### config.mk
export PLATFORM = sky130hd
export DESIGN_NAME = sql_packet_classifier_flat
export DESIGN_NICKNAME = d
export VERILOG_FILES = /design/src/sv/sqlpc_pkg.sv /design/src/sv/sqlpc_in_if.sv /design/src/sv/sqlpc_out_if.sv /design/src/sv/sqlpc_in_stage.sv /design/src/sv/sqlpc_parse.sv /design/src/sv/sqlpc_out_stage.sv /design/src/sv/sql_packet_classifier.sv /design/src/flat_wrapper.sv
export SDC_FILE = /design/constraint.sdc
export NUM_CORES = 1
export LEC_CHECK = 0
export BUFFER_PORTS_ARGS = -buffer_cell sky130_fd_sc_hd__buf_4
export CAP_MARGIN = 20
export CORE_ASPECT_RATIO = 1.4
export CORE_MARGIN = 4
export CORE_UTILIZATION = 33
export DETAILED_ROUTE_END_ITERATION = 7
export GPL_TIMING_DRIVEN = 0
export PLACE_DENSITY = 0.56
export SLEW_MARGIN = 10
export SYNTH_ARGS = -nofsm -noshare
export SYNTH_HDL_FRONTEND = slang
export SYNTH_SLANG_ARGS = --single-unit
### constraint.sdc
create_clock -name clk -period 10.2 [get_ports clk]
set_clock_uncertainty 0.05 [all_clocks]
set_input_delay 1.02 -clock clk [delete_from_list [all_inputs] [get_ports clk]]
set_output_delay 1.02 -clock clk [all_outputs]
set_load 0.01 [all_outputs]
### src/sv/sqlpc_pkg.sv
// sqlpc_pkg: shared constants, codes and transfer types of the packet classifier
// no dependencies; used by every other file of the block but sqlpc_in_if
`timescale 1ns / 1ps

package sqlpc_pkg;

	// header layout
	localparam int HEADER_BYTES = 4;
	localparam int USER_SKIP    = 9;
	localparam int POS_W        = 24;
	localparam int LEN_W        = 24;
	localparam int TOTAL_W      = 32;

	// defaults for the top level parameters
	localparam int USER_LEN_DEFAULT    = 30;
	localparam int COUNT_WIDTH_DEFAULT = 32;

	// command codes
	localparam logic [7:0] CMD_QUERY_LO  = 8'd3;
	localparam logic [7:0] CMD_QUERY_HI  = 8'd4;
	localparam logic [7:0] CMD_LOGIN     = 8'd5;
	localparam logic [7:0] CMD_LOGIN_EXT = 8'd133;

	// verdict codes
	typedef enum logic [2:0] {
		CLS_SHORT     = 3'd0,
		CLS_TRUNCATED = 3'd1,
		CLS_QUERY     = 3'd2,
		CLS_LOGIN     = 3'd3,
		CLS_BOGUS     = 3'd4
	} class_t;

	// one accepted input byte
	typedef struct packed {
		logic [7:0] data_byte;
		logic       last_byte;
	} item_t;

	// one result
	typedef struct packed {
		logic               byte_valid;
		logic [7:0]         byte_out;
		logic               byte_is_user;
		logic               packet_done;
		class_t             packet_class;
		logic               user_found;
		logic [7:0]         sequence_number;
		logic [TOTAL_W-1:0] query_total;
		logic [TOTAL_W-1:0] bogus_total;
	} result_t;

	function automatic logic is_query(input logic [7:0] cmd);
		return (cmd == CMD_QUERY_LO) || (cmd == CMD_QUERY_HI);
	endfunction

	function automatic logic is_login(input logic [7:0] cmd);
		return (cmd == CMD_LOGIN) || (cmd == CMD_LOGIN_EXT);
	endfunction

endpackage

### src/sv/sqlpc_in_if.sv
// sqlpc_in_if: valid/ready channel carrying one packet byte and its last flag
// no dependencies
`timescale 1ns / 1ps

interface sqlpc_in_if;
	logic       valid;
	logic       ready;
	logic [7:0] data_byte;
	logic       last_byte;

	modport source (output valid, output data_byte, output last_byte, input ready);
	modport sink (input valid, input data_byte, input last_byte, output ready);
endinterface

### src/sv/sqlpc_out_if.sv
// sqlpc_out_if: valid/ready channel carrying one classifier result
// depends on sqlpc_pkg for the total width
`timescale 1ns / 1ps

interface sqlpc_out_if;
	logic                          valid;
	logic                          ready;
	logic                          byte_valid;
	logic [7:0]                    byte_out;
	logic                          byte_is_user;
	logic                          packet_done;
	logic [2:0]                    packet_class;
	logic                          user_found;
	logic [7:0]                    sequence_number;
	logic [sqlpc_pkg::TOTAL_W-1:0] query_total;
	logic [sqlpc_pkg::TOTAL_W-1:0] bogus_total;

	modport source (
		output valid, output byte_valid, output byte_out, output byte_is_user,
		output packet_done, output packet_class, output user_found,
		output sequence_number, output query_total, output bogus_total,
		input ready
	);
	modport sink (
		input valid, input byte_valid, input byte_out, input byte_is_user,
		input packet_done, input packet_class, input user_found,
		input sequence_number, input query_total, input bogus_total,
		output ready
	);
endinterface

### src/sv/sqlpc_in_stage.sv
// sqlpc_in_stage: input register of the classifier, one byte deep
// depends on sqlpc_pkg and sqlpc_in_if
`timescale 1ns / 1ps

module sqlpc_in_stage (
	input  logic             clk,
	input  logic             arst_n,
	sqlpc_in_if.sink         packet,
	input  logic             advance,
	output logic             item_valid,
	output sqlpc_pkg::item_t item
);

	logic             valid_s1;
	sqlpc_pkg::item_t item_s1;
	logic             take;

	// accept when empty or when the held byte moves on this cycle
	assign packet.ready = !valid_s1 || advance;
	assign take         = packet.valid && packet.ready;

	// occupancy
	always_ff @(posedge clk or negedge arst_n) begin
		if (!arst_n) begin
			valid_s1 <= 1'b0;
		end else if (take) begin
			valid_s1 <= 1'b1;
		end else if (advance) begin
			valid_s1 <= 1'b0;
		end
	end

	// payload
	always_ff @(posedge clk) begin
		if (take) begin
			item_s1.data_byte <= packet.data_byte;
			item_s1.last_byte <= packet.last_byte;
		end
	end

	assign item_valid = valid_s1;
	assign item       = item_s1;

endmodule

### src/sv/sqlpc_parse.sv
// sqlpc_parse: header tracking, byte pass-through decision, verdict and counters
// depends on sqlpc_pkg
`timescale 1ns / 1ps

module sqlpc_parse #(
	parameter int USER_LEN    = sqlpc_pkg::USER_LEN_DEFAULT,
	parameter int COUNT_WIDTH = sqlpc_pkg::COUNT_WIDTH_DEFAULT
) (
	input  logic               clk,
	input  logic               arst_n,
	input  logic               fire,
	input  sqlpc_pkg::item_t   item,
	output sqlpc_pkg::result_t result
);

	localparam int POS_W   = sqlpc_pkg::POS_W;
	localparam int LEN_W   = sqlpc_pkg::LEN_W;
	localparam int TOTAL_W = sqlpc_pkg::TOTAL_W;
	localparam int USER_LO = sqlpc_pkg::HEADER_BYTES + sqlpc_pkg::USER_SKIP;
	localparam int USER_HI = USER_LO + USER_LEN;

	logic [POS_W-1:0]       pos_q;
	logic [LEN_W-1:0]       len_q;
	logic [7:0]             cmd_q;
	logic [7:0]             seq_q;
	logic [COUNT_WIDTH-1:0] qcnt_q;
	logic [COUNT_WIDTH-1:0] bcnt_q;

	logic [POS_W-1:0]       pos_n;
	logic [LEN_W-1:0]       len_n;
	logic [7:0]             cmd_n;
	logic [7:0]             seq_n;
	logic [COUNT_WIDTH-1:0] qcnt_n;
	logic [COUNT_WIDTH-1:0] bcnt_n;

	logic                   in_header;
	logic                   user_window;
	logic                   long_login;
	logic [LEN_W+1:0]       seen;
	logic [LEN_W+1:0]       needed;
	logic [TOTAL_W-1:0]     qtot;
	logic [TOTAL_W-1:0]     btot;

	// header capture, byte pass-through and verdict
	always_comb begin
		pos_n  = pos_q;
		len_n  = len_q;
		cmd_n  = cmd_q;
		seq_n  = seq_q;
		qcnt_n = qcnt_q;
		bcnt_n = bcnt_q;
		result = '0;

		in_header = 1'b1;
		if (pos_q == POS_W'(0)) begin
			len_n = {{(LEN_W-8){1'b0}}, item.data_byte};
			cmd_n = '0;
			seq_n = '0;
		end else if (pos_q == POS_W'(1)) begin
			len_n[15:8] = item.data_byte;
		end else if (pos_q == POS_W'(2)) begin
			len_n[23:16] = item.data_byte;
		end else if (pos_q == POS_W'(sqlpc_pkg::HEADER_BYTES - 1)) begin
			seq_n = item.data_byte;
		end else if (pos_q == POS_W'(sqlpc_pkg::HEADER_BYTES)) begin
			cmd_n = item.data_byte;
		end else begin
			in_header = 1'b0;
		end

		// payload bytes: query body or username slice
		user_window = (pos_q >= POS_W'(USER_LO)) && (pos_q < POS_W'(USER_HI));
		long_login  = len_q > LEN_W'(USER_LEN);
		if (!in_header) begin
			if (sqlpc_pkg::is_query(cmd_q)) begin
				result.byte_valid = 1'b1;
				result.byte_out   = item.data_byte;
			end else if (sqlpc_pkg::is_login(cmd_q) && long_login && user_window) begin
				result.byte_valid   = 1'b1;
				result.byte_out     = item.data_byte;
				result.byte_is_user = 1'b1;
			end
		end

		// verdict on the last byte
		seen   = {2'b00, pos_q} + (LEN_W+2)'(1);
		needed = {2'b00, len_n} + (LEN_W+2)'(sqlpc_pkg::HEADER_BYTES);
		result.packet_class = sqlpc_pkg::CLS_SHORT;
		if (item.last_byte) begin
			result.packet_done = 1'b1;
			if (seen < (LEN_W+2)'(sqlpc_pkg::HEADER_BYTES)) begin
				result.packet_class = sqlpc_pkg::CLS_SHORT;
			end else if (seen < needed) begin
				result.packet_class = sqlpc_pkg::CLS_TRUNCATED;
			end else if (sqlpc_pkg::is_query(cmd_n)) begin
				result.packet_class = sqlpc_pkg::CLS_QUERY;
				qcnt_n = qcnt_q + COUNT_WIDTH'(1);
			end else if (sqlpc_pkg::is_login(cmd_n)) begin
				result.packet_class = sqlpc_pkg::CLS_LOGIN;
				result.user_found   = len_n > LEN_W'(USER_LEN);
			end else begin
				result.packet_class = sqlpc_pkg::CLS_BOGUS;
				bcnt_n = bcnt_q + COUNT_WIDTH'(1);
			end
			pos_n = '0;
		end else if (pos_q != {POS_W{1'b1}}) begin
			pos_n = pos_q + POS_W'(1);
		end

		result.sequence_number = seq_n;
		result.query_total     = qtot;
		result.bogus_total     = btot;
	end

	// fit the counters to the reported total width
	generate
		if (COUNT_WIDTH >= TOTAL_W) begin : g_tot_trunc
			assign qtot = qcnt_n[TOTAL_W-1:0];
			assign btot = bcnt_n[TOTAL_W-1:0];
		end else begin : g_tot_ext
			assign qtot = {{(TOTAL_W-COUNT_WIDTH){1'b0}}, qcnt_n};
			assign btot = {{(TOTAL_W-COUNT_WIDTH){1'b0}}, bcnt_n};
		end
	endgenerate

	// packet state, updated as each byte leaves the input register
	always_ff @(posedge clk or negedge arst_n) begin
		if (!arst_n) begin
			pos_q  <= '0;
			len_q  <= '0;
			cmd_q  <= '0;
			seq_q  <= '0;
			qcnt_q <= '0;
			bcnt_q <= '0;
		end else if (fire) begin
			pos_q  <= pos_n;
			len_q  <= len_n;
			cmd_q  <= cmd_n;
			seq_q  <= seq_n;
			qcnt_q <= qcnt_n;
			bcnt_q <= bcnt_n;
		end
	end

endmodule

### src/sv/sqlpc_out_stage.sv
// sqlpc_out_stage: result register driving the output channel
// depends on sqlpc_pkg and sqlpc_out_if
`timescale 1ns / 1ps

module sqlpc_out_stage (
	input  logic               clk,
	input  logic               arst_n,
	input  logic               item_valid,
	input  sqlpc_pkg::result_t result,
	output logic               load,
	sqlpc_out_if.source        verdict
);

	logic               valid_s2;
	sqlpc_pkg::result_t result_s2;

	// load a waiting item whenever the register is empty or its result is taken now
	assign load = item_valid && (!valid_s2 || verdict.ready);

	// occupancy
	always_ff @(posedge clk or negedge arst_n) begin
		if (!arst_n) begin
			valid_s2 <= 1'b0;
		end else if (load) begin
			valid_s2 <= 1'b1;
		end else if (verdict.ready) begin
			valid_s2 <= 1'b0;
		end
	end

	// payload
	always_ff @(posedge clk) begin
		if (load) begin
			result_s2 <= result;
		end
	end

	assign verdict.valid           = valid_s2;
	assign verdict.byte_valid      = result_s2.byte_valid;
	assign verdict.byte_out        = result_s2.byte_out;
	assign verdict.byte_is_user    = result_s2.byte_is_user;
	assign verdict.packet_done     = result_s2.packet_done;
	assign verdict.packet_class    = result_s2.packet_class;
	assign verdict.user_found      = result_s2.user_found;
	assign verdict.sequence_number = result_s2.sequence_number;
	assign verdict.query_total     = result_s2.query_total;
	assign verdict.bogus_total     = result_s2.bogus_total;

endmodule

### src/sv/sql_packet_classifier.sv
// sql_packet_classifier: top level of the client packet header classifier
// depends on sqlpc_pkg, sqlpc_in_if, sqlpc_out_if and the three sqlpc stages
//
//  channel  | dir | payload                                          | transfer
//  ---------+-----+--------------------------------------------------+---------------------
//  packet   | in  | data_byte, last_byte                             | valid & ready
//  verdict  | out | byte_valid .. packet_class .. bogus_total        | valid & ready
//
// one byte per cycle sustained while verdict is ready; a result is offered once its byte
// has moved from the input register into the result register, and it is held there until taken
// each byte is decided by one compare-and-add stage between the two registers
// arst_n clears occupancy, packet position, header fields and both counters
// a stalled verdict holds one result while one more byte waits in the input register
`timescale 1ns / 1ps

module sql_packet_classifier #(
	parameter int USER_LEN    = sqlpc_pkg::USER_LEN_DEFAULT,
	parameter int COUNT_WIDTH = sqlpc_pkg::COUNT_WIDTH_DEFAULT
) (
	input  logic        clk,
	input  logic        arst_n,
	sqlpc_in_if.sink    packet,
	sqlpc_out_if.source verdict
);

	logic               item_valid;
	sqlpc_pkg::item_t   item;
	sqlpc_pkg::result_t result;
	logic               load;

	// input register
	sqlpc_in_stage u_in_stage (
		.clk        (clk),
		.arst_n     (arst_n),
		.packet     (packet),
		.advance    (load),
		.item_valid (item_valid),
		.item       (item)
	);

	// parsing and classification
	sqlpc_parse #(
		.USER_LEN    (USER_LEN),
		.COUNT_WIDTH (COUNT_WIDTH)
	) u_parse (
		.clk    (clk),
		.arst_n (arst_n),
		.fire   (load),
		.item   (item),
		.result (result)
	);

	// result register
	sqlpc_out_stage u_out_stage (
		.clk        (clk),
		.arst_n     (arst_n),
		.item_valid (item_valid),
		.result     (result),
		.load       (load),
		.verdict    (verdict)
	);

endmodule
### src/flat_wrapper.sv
// flat-port wrapper written by rule: the top's interface ports become plain ports
module sql_packet_classifier_flat 
#(
	parameter int USER_LEN    = sqlpc_pkg::USER_LEN_DEFAULT,
	parameter int COUNT_WIDTH = sqlpc_pkg::COUNT_WIDTH_DEFAULT
)
  (clk, arst_n, packet_valid, packet_data_byte, packet_last_byte, packet_ready, verdict_valid, verdict_byte_valid, verdict_byte_out, verdict_byte_is_user, verdict_packet_done, verdict_packet_class, verdict_user_found, verdict_sequence_number, verdict_query_total, verdict_bogus_total, verdict_ready);
  sqlpc_in_if packet_i ();
  sqlpc_out_if verdict_i ();
  input  logic clk;
  input  logic arst_n;
  input wire logic [$bits(packet_i.valid)-1:0] packet_valid;
  input wire logic [$bits(packet_i.data_byte)-1:0] packet_data_byte;
  input wire logic [$bits(packet_i.last_byte)-1:0] packet_last_byte;
  output wire logic [$bits(packet_i.ready)-1:0] packet_ready;
  output wire logic [$bits(verdict_i.valid)-1:0] verdict_valid;
  output wire logic [$bits(verdict_i.byte_valid)-1:0] verdict_byte_valid;
  output wire logic [$bits(verdict_i.byte_out)-1:0] verdict_byte_out;
  output wire logic [$bits(verdict_i.byte_is_user)-1:0] verdict_byte_is_user;
  output wire logic [$bits(verdict_i.packet_done)-1:0] verdict_packet_done;
  output wire logic [$bits(verdict_i.packet_class)-1:0] verdict_packet_class;
  output wire logic [$bits(verdict_i.user_found)-1:0] verdict_user_found;
  output wire logic [$bits(verdict_i.sequence_number)-1:0] verdict_sequence_number;
  output wire logic [$bits(verdict_i.query_total)-1:0] verdict_query_total;
  output wire logic [$bits(verdict_i.bogus_total)-1:0] verdict_bogus_total;
  input wire logic [$bits(verdict_i.ready)-1:0] verdict_ready;
  assign packet_i.valid = packet_valid;
  assign packet_i.data_byte = packet_data_byte;
  assign packet_i.last_byte = packet_last_byte;
  assign packet_ready = packet_i.ready;
  assign verdict_valid = verdict_i.valid;
  assign verdict_byte_valid = verdict_i.byte_valid;
  assign verdict_byte_out = verdict_i.byte_out;
  assign verdict_byte_is_user = verdict_i.byte_is_user;
  assign verdict_packet_done = verdict_i.packet_done;
  assign verdict_packet_class = verdict_i.packet_class;
  assign verdict_user_found = verdict_i.user_found;
  assign verdict_sequence_number = verdict_i.sequence_number;
  assign verdict_query_total = verdict_i.query_total;
  assign verdict_bogus_total = verdict_i.bogus_total;
  assign verdict_i.ready = verdict_ready;
  sql_packet_classifier #(.USER_LEN(USER_LEN), .COUNT_WIDTH(COUNT_WIDTH)) u_core (.clk(clk), .arst_n(arst_n), .packet(packet_i), .verdict(verdict_i));
endmodule
* After elaboration in Yosys (flattened, before gate mapping)
Index checks and enable logic that the tools add are counted.
** Word-level totals
- Bits of input ports :: 13
- Output and inout bits :: 89
- Flip-flop bits (word level) :: 226
- Logic and storage cells :: 115
** Operators by class
- Mux-type cells :: 45
- Reduce and logical (&&, ||, !) cells :: 23
- Eq/ne operators :: 13
- Bitwise operators :: 2
- Magnitude comparators :: 6
- Add/subtract/negate cells :: 5
** Operators by type and width (count)
- $mux W32 :: 9
- $mux W8 :: 13
- $add A32 B1 Y32 const B :: 2
- $eq A24 B2 Y1 const B :: 2
- $gt A24 B5 Y1 const B :: 2
- $mux W24 :: 2
- $eq A8 B3 Y1 const B :: 4
- $add A24 B1 Y25 const B :: 1
- $add A24 B3 Y25 const B :: 1
- $lt A25 B25 Y1 :: 1
- $lt A25 B3 Y1 const B :: 1
- $add A24 B1 Y24 const B :: 1
- $eq A24 B1 Y1 const B :: 1
- $eq A24 B3 Y1 const B :: 1
- $ge A24 B4 Y1 const B :: 1
- $logic_not A24 Y1 :: 1
- $lt A24 B6 Y1 const B :: 1
- $ne A24 B24 Y1 const B :: 1
- $eq A8 B2 Y1 const B :: 2
- $eq A8 B8 Y1 const B :: 2
- $mux W16 :: 1
- $mux W1 :: 13
- $mux W3 :: 4
- $mux W10 :: 1
- other kinds (12) :: 26

* Logic depth before layout (Yosys ltp)
Gate-level depths: netlist (run 1).
- Depth in word-level cells :: 13
- Depth in mapped cells :: 25
- Gate-level depth less buffers :: 20

* Cells and area by module
From an unflattened synthesis (run 1), not the netlist that was laid out.
** Unflattened totals
- Cells, all modules :: 1238
- Area, all modules :: 12663.4 sq um
** By module, submodules not included
- sqlpc_parse :: instances 1, sequential area each 3203.1 sq um, area an instance 9683.0 sq um, cells each 1134
- sqlpc_out_stage :: instances 1, sequential area each 2637.5 sq um, area an instance 2656.3 sq um, cells each 91
- sqlpc_in_stage :: instances 1, sequential area each 295.3 sq um, area an instance 324.1 sq um, cells each 13

* Worst setup path before layout (run 1)
OpenSTA, ideal clock, no wires.
- Path type :: register to register
- Start :: register u_core.u_parse.pos_q[14]
- End :: register u_core.u_out_stage.result_s2, in the netlist u_core.u_out_stage.verdict.query_total[1], data pin
- Arrival time :: 5435 ps
- Library setup time :: 262 ps
- Slack :: 4453 ps
- Cell stages (with the launch flop) :: 25
- Cells stage by stage :: dfrtp_1 > buf_6 > or4_1 > nor2_1 > and4_1 > buf_2 > buf_1 > nand2_1 > nand2_1 > ha_1 > o2111a_1 > or4b_4 > nor4_4 > xnor2_1 > ha_1 > a2111oi_0 > o21ai_0 > o22a_1 > a211oi_1 > a31oi_1 > o211a_1 > buf_2 > buf_6 > nand2_1 > mux2_1
** RTL lines
- start: declaration :: line sqlpc_parse.sv:22 : logic [POS_W-1:0] pos_q;
- start signal: assignment :: line sqlpc_parse.sv:136 : pos_q <= pos_n;
- end signal: assignment :: line sqlpc_out_stage.sv:34 : result_s2 <= result;
- end: declaration :: line sqlpc_out_stage.sv:15 : sqlpc_pkg::result_t result_s2;

==> qor_table.md, run 1 <==
| Result | Reported |
| --- | --- |
| Minimum period implied by the final worst setup slack | 7.40 ns |
| Post-CTS setup buffer count | 0 |
| Die outline area | 42400 sq um |
| Fin crit share | 72.5% |
| Sequential cell area | 6140 sq um |
| EDFF count, synth | 96 |
| CP Launch Type | flip-flop |
| Final-report setup violation count | 0 |
| Largest net degree at the start of global routing | 92 |
| Average wire length per cell after detail routing | 18.1 um |
| Fmax | 135 MHz |
| Number of buffers created by CTS | 23 |
| Fillcell total | 3773 |
| Global-route wire length before repair | 54200 um |
| Latest clock arrival within the worst-skew pair | 0.53 ns |
| Width of the die | 175 um |
| Layout Area Growth over Synthesis | 17.7% |
| Number of diodes added for antenna fixing | 0 |
| Clock root buffer | clkbuf_16 |
| Yosys warns | 0 |
| Total Routed Length | 34500 um |
| I/O pin count | 102 |
| Vias in the first global route | 9679 |
| TritonCTS clock tree | done |
| Maximum level of the CTS H-tree | 1 |
| Share of the yosys chip area belonging to registers | 47.5% |
| Peak supply drop | 0.104 mV |
| Register bit total from synthesis | 226 |
| Async set-or-reset flop fraction in the synthesized netlist | 57.5% |
| Sinks on Clock Net | 226 |
| Pleak | 6.16 nW |
| Signal arrival time at the worst endpoint | 7.60 ns |
| Count of cells resized by post-cts repair | 0 |
| Cell Area, Synth | 12900 sq um |
| Worst-Margin Slew | 0.769 ns |
| DRT iter0 DRCs | 730 |
| Util after Layout | 39.3% |
| Post-Synthesis Net Count | 1277 |
| Max-cap violations | 0 |
| Overall overflow remaining after global route | 0 |
| Mean cell area of the mapped netlist | 10.5 sq um |
| Slew Limit Fails | 0 |
| Final worst slack | 2.80 ns |
| Type of the worst setup path | flip-flop to flip-flop |
| Max Root-Sink Buffers | 3 |
| Total number of nets in the final design | 1408 |
| Share of cells above drive strength 1 | 17.3% |
| Headroom to the max-slew limit | 48.7% |
| Kind of path behind the tightest hold check | primary input to async pin |
| Antenna violations before repair | 0 |
| Count of standard-cell rows | 85 |
| Hold violation count in the final report | 0 |
| Critical path peak fanout | 10 |
| Total of buffers placed on input and output ports | 101 |
| Count of distinct cell types in the synthesized netlist | 78 |
| Global router's overall resource usage | 15.7% |
| Outcome | finished clean |
| Vias after detailed routing | 9960 |
| Placeable core region | 38600 sq um |
| P per Cell Area | 159 nW/um^2 |
| Starting utilization of the core area | 33.4% |
| Unrepaired setup endpoints after global routing | false |
| Total of hold buffers inserted after clock tree synthesis | 0 |
| DRC violation count after routing | 0 |
| Via density per instance | 5.24 |
| Worst slack at placement | 2.93 ns |
| Die Height | 242 um |
| DP Wirelength | 25400 um |
| Sum of negative setup slack | 0 ns |
| Worst-path clk slew | 0.06 ns |
| Number of antenna-violating nets in the routed design | 0 |
| Iteration count of the initial detailed-routing pass | 8 |
| Area of combinational cells with multiple inputs | 6220 sq um |
| Instance count of the mapped netlist | 1232 |
| Endpoint required time on the critical path | 10.41 ns |
| Type of destination of the critical path | flip-flop |
| Top_reg_cell synth | dfrtp_1 |
| Final RePlAce weighted congestion | 0.921 |
cells by family after synthesis:
kind of cell               Yosys count  synth area share (%)
buffers and inverters              101                  4.25
DFF                                226                  47.5
muxes                               35                  2.87
xor gates and xnor gates           168                  11.4
AOI/OAI and AO/OA                  140                  7.36
adders and majority gates           32                  3.10
and+or+nand+nor                    530                  23.5
report_power, final:
group / total, mW / switching, mW / internal (mW)
registers: 1.07 / 0.0520 / 1.01
clock network: 0.884 / 0.361 / 0.523
logic: 0.469 / 0.295 / 0.174
flip-flops by register name, indices dropped and copies added, names as in the netlist, 9 cells and up:
register and flops:
u_core.u_parse.len_q 24, u_core.u_parse.bcnt_q 32, u_core.u_in_stage.item 9, u_core.u_out_stage.verdict.query_total 32, u_core.u_parse.pos_q 24, u_core.u_out_stage.verdict.bogus_total 32, u_core.u_parse.qcnt_q 32
area by class of cell:
type / count / share of cell area, %
Multi-Input combinational cell: 905 / 41.0
Sequential cell: 226 / 40.4
Clock inverter: 15 / 1.19
Tap cell: 522 / 4.30
Buffer: 78 / 3.05
Clock buffer: 26 / 3.93
Inverter: 23 / 0.568
Timing Repair Buffer: 106 / 5.59
cells in the mapped netlist, types with 27 or more instances:
cell type	number	area, sq um
and3_1	27	169
clkbuf_1	35	131
dfrtp_1	130	3250
edfxtp_1	96	2880
ha_1	32	400
nand2_1	110	413
nand3_1	87	435
nand4_1	55	344
nor2_1	64	240
nor3_1	41	205
o21ai_0	49	245
xnor2_1	122	1070
xor2_1	46	403
worst paths after layout:
kind	startpoint	end	slack [ns]	cells after the start
worst min-delay path	arst_n	u_core.u_in_stage.item_valid	0.31	1
max in group asynchronous	arst_n	u_core.u_parse.pos_q[21]	8.94	2
worst min register to register	u_core.u_parse.seq_q[7]	u_core.u_parse.seq_q[7]	0.43	2
min in group clk	u_core.u_parse.seq_q[7]	u_core.u_parse.seq_q[7]	0.43	2
worst max register to register	u_core.u_parse.pos_q[14]	u_core.u_out_stage.verdict.bogus_total[16]	2.80	24
worst max-delay path	u_core.u_parse.pos_q[14]	u_core.u_out_stage.verdict.bogus_total[16]	2.80	24
critical path, cell delays in order (launching register included):
cell and delay (ns):
dfrtp_1 0.37, buf_6 0.13, or4_1 0.59, nor2_1 0.24, and4_1 0.22, buf_2 0.28
buf_1 0.60, nand2_1 0.16, nand2_1 0.19, ha_1 0.36, o2111a_1 0.35, or4b_4 0.54
nor4_4 0.16, xor2_1 0.13, ha_1 0.33, nand4_1 0.12, o21ai_0 0.19, o22a_1 0.20
a211oi_1 0.06, a31oi_1 0.38, o211a_1 0.24, buf_2 0.23, clkbuf_1 0.58, nand4_1 0.20
xnor2_1 0.19
through the flow:
step | cells | hold slack [ns] | cell area (sq um) | power (mW)
after global routing | 1901 | 0.326 | 15200 | 2.53
after CTS | 1901 | 0.314 | 15200 | 2.44
after detailed placement | 1860 | 0.415 | 14400 | 1.55
final | 1901 | 0.312 | 15200 | 2.42
after floorplan | 1232 | 0.374 | 12900 | 1.38
after global placement | 1855 | 0.408 | 14300 | 1.54
cell usage in the layout (no fill, tap or decap), types with 5 or more instances in the layout:
cell type,synthesis,final
dfrtp_1,130,130
ha_1,32,32
nor2_1,64,64
a22oi_1,9,9
mux2i_1,22,22
a211oi_1,5,5
xor2_1,46,46
nor2b_1,14,14
mux2_2,8,8
clkbuf_1,35,37
a22o_1,15,15
buf_1,8,7
nand2_1,110,110
and3_1,27,27
and4_1,13,13
clkbuf_8,8,9
inv_1,23,23
and2_1,13,13
o21ai_0,49,49
or4_1,10,10
nor3_1,41,41
buf_2,17,19
buf_6,8,8
nand4_1,55,55
edfxtp_1,96,96
xnor2_1,122,122
nand3_2,20,20
or3_1,6,6
nand2b_1,15,15
buf_4,2,102
clkinv_2,0,5
nor4_1,19,19
nand3_1,87,87
o31ai_1,14,14
a31oi_1,5,5
a21oi_1,13,13
clkbuf_16,0,23
routing by layer:
| metal | wire (um) | share of wire (%) | global-route usage (%) | vias up |
|---|---|---|---|---|
| li1 | - | - | - | 4734 |
| met1 | 13600 | 40 | 18.6 | 4887 |
| met2 | 18100 | 53 | 28.8 | 263 |
| met3 | 1330 | 3.9 | 1.61 | 76 |
| met4 | 1400 | 4.1 | 6.47 | 0 |
| met5 | 0 | 0 | 0 | - |
Power figures use the tool's default switching activity.
==> run 2: changes to the inputs <==
- PLACE_DENSITY: 0.56 -> 0.58
- clock period: 10.2 -> 6.2 ns (I/O delays scaled with it)
==> qor_table.md, run 2 (synthesized netlist as in run 1, its figures left out) <==
| Result | Reported |
| --- | --- |
| Worst-path clk slew | 0.06 ns |
| Slew Limit Fails | 0 |
| Headroom to the max-slew limit | 48.3% |
| Switching Power | 1.16 mW |
| Share of cells above drive strength 1 | 19.0% |
| Count of standard-cell rows | 85 |
| Fin crit share | 97.9% |
| Number of antenna-violating nets in the routed design | 0 |
| Starting utilization of the core area | 33.4% |
| Iteration count of the initial detailed-routing pass | 5 |
| Endpoint required time on the critical path | 6.41 ns |
| Uppermost routed layer | met4 |
| Largest net degree at the start of global routing | 69 |
| I/O pin count | 102 |
| Worst-Margin Slew | 0.775 ns |
| Slowest-stage cell, CP | or4_4 |
| P per Cell Area | 257 nW/um^2 |
| Maximum level of the CTS H-tree | 1 |
| Type of destination of the critical path | flip-flop |
| Signal arrival time at the worst endpoint | 6.28 ns |
| Vias after detailed routing | 9861 |
| List of cells traversed by the critical path | buf_6 > or4_4 > nor2_4 > and4_1 > buf_6 > buf_8 > nand2_1 > nand2_2 > ha_4 > o2111a_2 > or4b_4 > nor4_4 > xnor2_1 > ha_1 > a2111oi_2 > o21ai_1 > o22a_1 > a211oi_2 > a31oi_4 > o211a_1 > buf_2 > buf_6 > nand2_1 > mux2_2 |
| DP Wirelength | 25600 um |
| CP Launch Type | flip-flop |
| Global-route wire length before repair | 55700 um |
| Final RePlAce weighted congestion | 0.958 |
| Combinational share of power | 20.6% |
| Reg-to-reg startpoint | u_core.u_parse.pos_q[14] |
| Antenna violations before repair | 0 |
| Commonest cells after routing, fill and taps aside | 129 x dfrtp_1, 122 x xnor2_1, 108 x nand2_1 |
| Layout Area Growth over Synthesis | 18.7% |
| DRT iter0 DRCs | 632 |
| Total of buffers placed on input and output ports | 101 |
| CP peak stage delay | 0.57 ns |
| Fillcell total | 3749 |
| R2R setup slack | 0.13 ns |
| Wire length on met3 | 1310 um |
| Pleak | 6.18 nW |
| Switching share of power | 29.5% |
| Cell family with most CP delay | simple AND/OR/NAND/NOR gates |
| R2R Path End | u_core.u_out_stage.verdict.query_total[1] |
| Number of buffers created by CTS | 23 |
| Minimum period implied by the final worst setup slack | 6.07 ns |
| Width of the die | 175 um |
| Final-report setup violation count | 0 |
| Placeable core region | 38600 sq um |
| Final worst slack | 0.131 ns |
| Overall overflow remaining after global route | 0 |
| Via density per instance | 5.18 |
| CP dominant cell by count | buf_6 |
| Worst reg-to-reg path cell count | 24 |
| Clock root buffer | clkbuf_16 |
| Cell count after placement | 1859 |
| Outcome | finished clean |
| Kind of path behind the tightest hold check | primary input to async pin |
| DRC violation count after routing | 0 |
| Unrepaired setup endpoints after global routing | true |
| Sinks on Clock Net | 226 |
| Number of diodes added for antenna fixing | 0 |
| Proportion of power drawn by the clock network | 34.9% |
| Average wire length per cell after detail routing | 18.2 um |
| Max Root-Sink Buffers | 3 |
| Worst slack at placement | -0.864 ns |
| Internal power contribution | 2.78 mW |
| Vias in the first global route | 9962 |
| Die Height | 242 um |
| Power consumption | 3.94 mW |
| Critical path peak fanout | 10 |
| Reg power frac | 44.6% |
| DRT met1 WL | 13500 um |
| Commonest non-fill, non-tap cell in the layout | dfrtp_1 |
| Post-route insts no fill | 1902 |
| Buffer and inverter count on the worst path | 5 |
| Global router's overall resource usage | 16.1% |
| Latest clock arrival within the worst-skew pair | 0.52 ns |
| Hold violation count in the final report | 0 |
| Fmax | 165 MHz |
| Die outline area | 42400 sq um |
| Total number of nets in the final design | 1409 |
| Max-cap violations | 0 |
| Met2 WL | 18500 um |
| Type of the worst setup path | flip-flop to flip-flop |
| Tightest hold margin | 0.0186 ns |
| Peak supply drop | 0.144 mV |
| TritonCTS clock tree | done |
| Total Routed Length | 34700 um |
run 2: cell types whose count changed in the layout (fill, tap and decap cells not counted), moves of 3 or more:
| cell | change |
|---|---|
| a22oi_2 | +5 |
| clkinv_2 | -4 |
| buf_4 | +3 |
| a22oi_1 | -5 |
run 2: power by group through the flow:
| stage | logic, mW | registers, mW | clock network (mW) |
|---|---|---|---|
| after detailed placement | 0.766 | 1.78 | 0 |
| after floorplan | 0.481 | 1.78 | 0 |
| after CTS | 0.782 | 1.75 | 1.42 |
| after global routing | 0.891 | 1.77 | 1.48 |
| final | 0.811 | 1.76 | 1.37 |
| after global placement | 0.747 | 1.79 | 0 |
run 2: area by class of cell:
class,count,area (sq um),area share (%)
timing repair buffer,109,871,5.69
sequential,226,6140,40.1
multi-input combinational,905,6360,41.5
buffer,76,478,3.12
tap,522,653,4.26
clock buffer,33,633,4.13
clock inverter,8,97.6,0.637
inverter,23,86.3,0.564
run 2: routing by layer:
metal / vias to the layer above / track usage [%]
li1: 4735 / -
met1: 4860 / 18.8
met2: 205 / 29.8
met3: 61 / 1.73
met4: 0 / 6.40
met5: - / 0
run 2: metrics by stage:
step / instance area, sq um / utilization, % / setup TNS [ns]
global placement: 14300 / 37.1 / -62.77
global route: 15300 / 39.7 / -0.0995
CTS: 15200 / 39.4 / 0
detailed placement: 14400 / 37.3 / -64.94
finish: 15300 / 39.7 / 0
floorplan: 12900 / - / 0
run 2: worst max-delay path by stage:
stage,cells past startpoint,from,to
after floorplan,24,u_core.u_parse.pos_q[14],u_core.u_out_stage.verdict.query_total[1]
after global placement,24,u_core.u_parse.pos_q[14],u_core.u_out_stage.verdict.bogus_total[16]
after detailed placement,24,u_core.u_parse.pos_q[14],u_core.u_out_stage.verdict.bogus_total[16]
after CTS,20,u_core.u_parse.pos_q[1],u_core.u_out_stage.verdict.query_total[1]
after global routing,24,u_core.u_parse.pos_q[14],u_core.u_out_stage.verdict.query_total[1]
final,24,u_core.u_parse.pos_q[14],u_core.u_out_stage.verdict.query_total[1]
run 2: repair_timing:
action                                  CTS  global route
pin swaps                                 0             8
setup buffers                             0             3
endpoints found under the setup margin  131           115
hold buffers                              0             0
gates resized for setup                  18            24
run 2: worst register-to-register path, stage by stage (launching register included):
cell	delay, ns
dfrtp_1	0.37
buf_6	0.13
or4_4	0.57
nor2_4	0.14
and4_1	0.21
buf_6	0.17
buf_8	0.17
nand2_1	0.07
nand2_2	0.12
ha_4	0.19
o2111a_2	0.27
or4b_4	0.52
nor4_4	0.17
xnor2_1	0.17
ha_1	0.29
a2111oi_2	0.37
o21ai_1	0.11
o22a_1	0.23
a211oi_2	0.31
a31oi_4	0.15
o211a_1	0.18
buf_2	0.19
buf_6	0.16
nand2_1	0.11
mux2_2	0.36
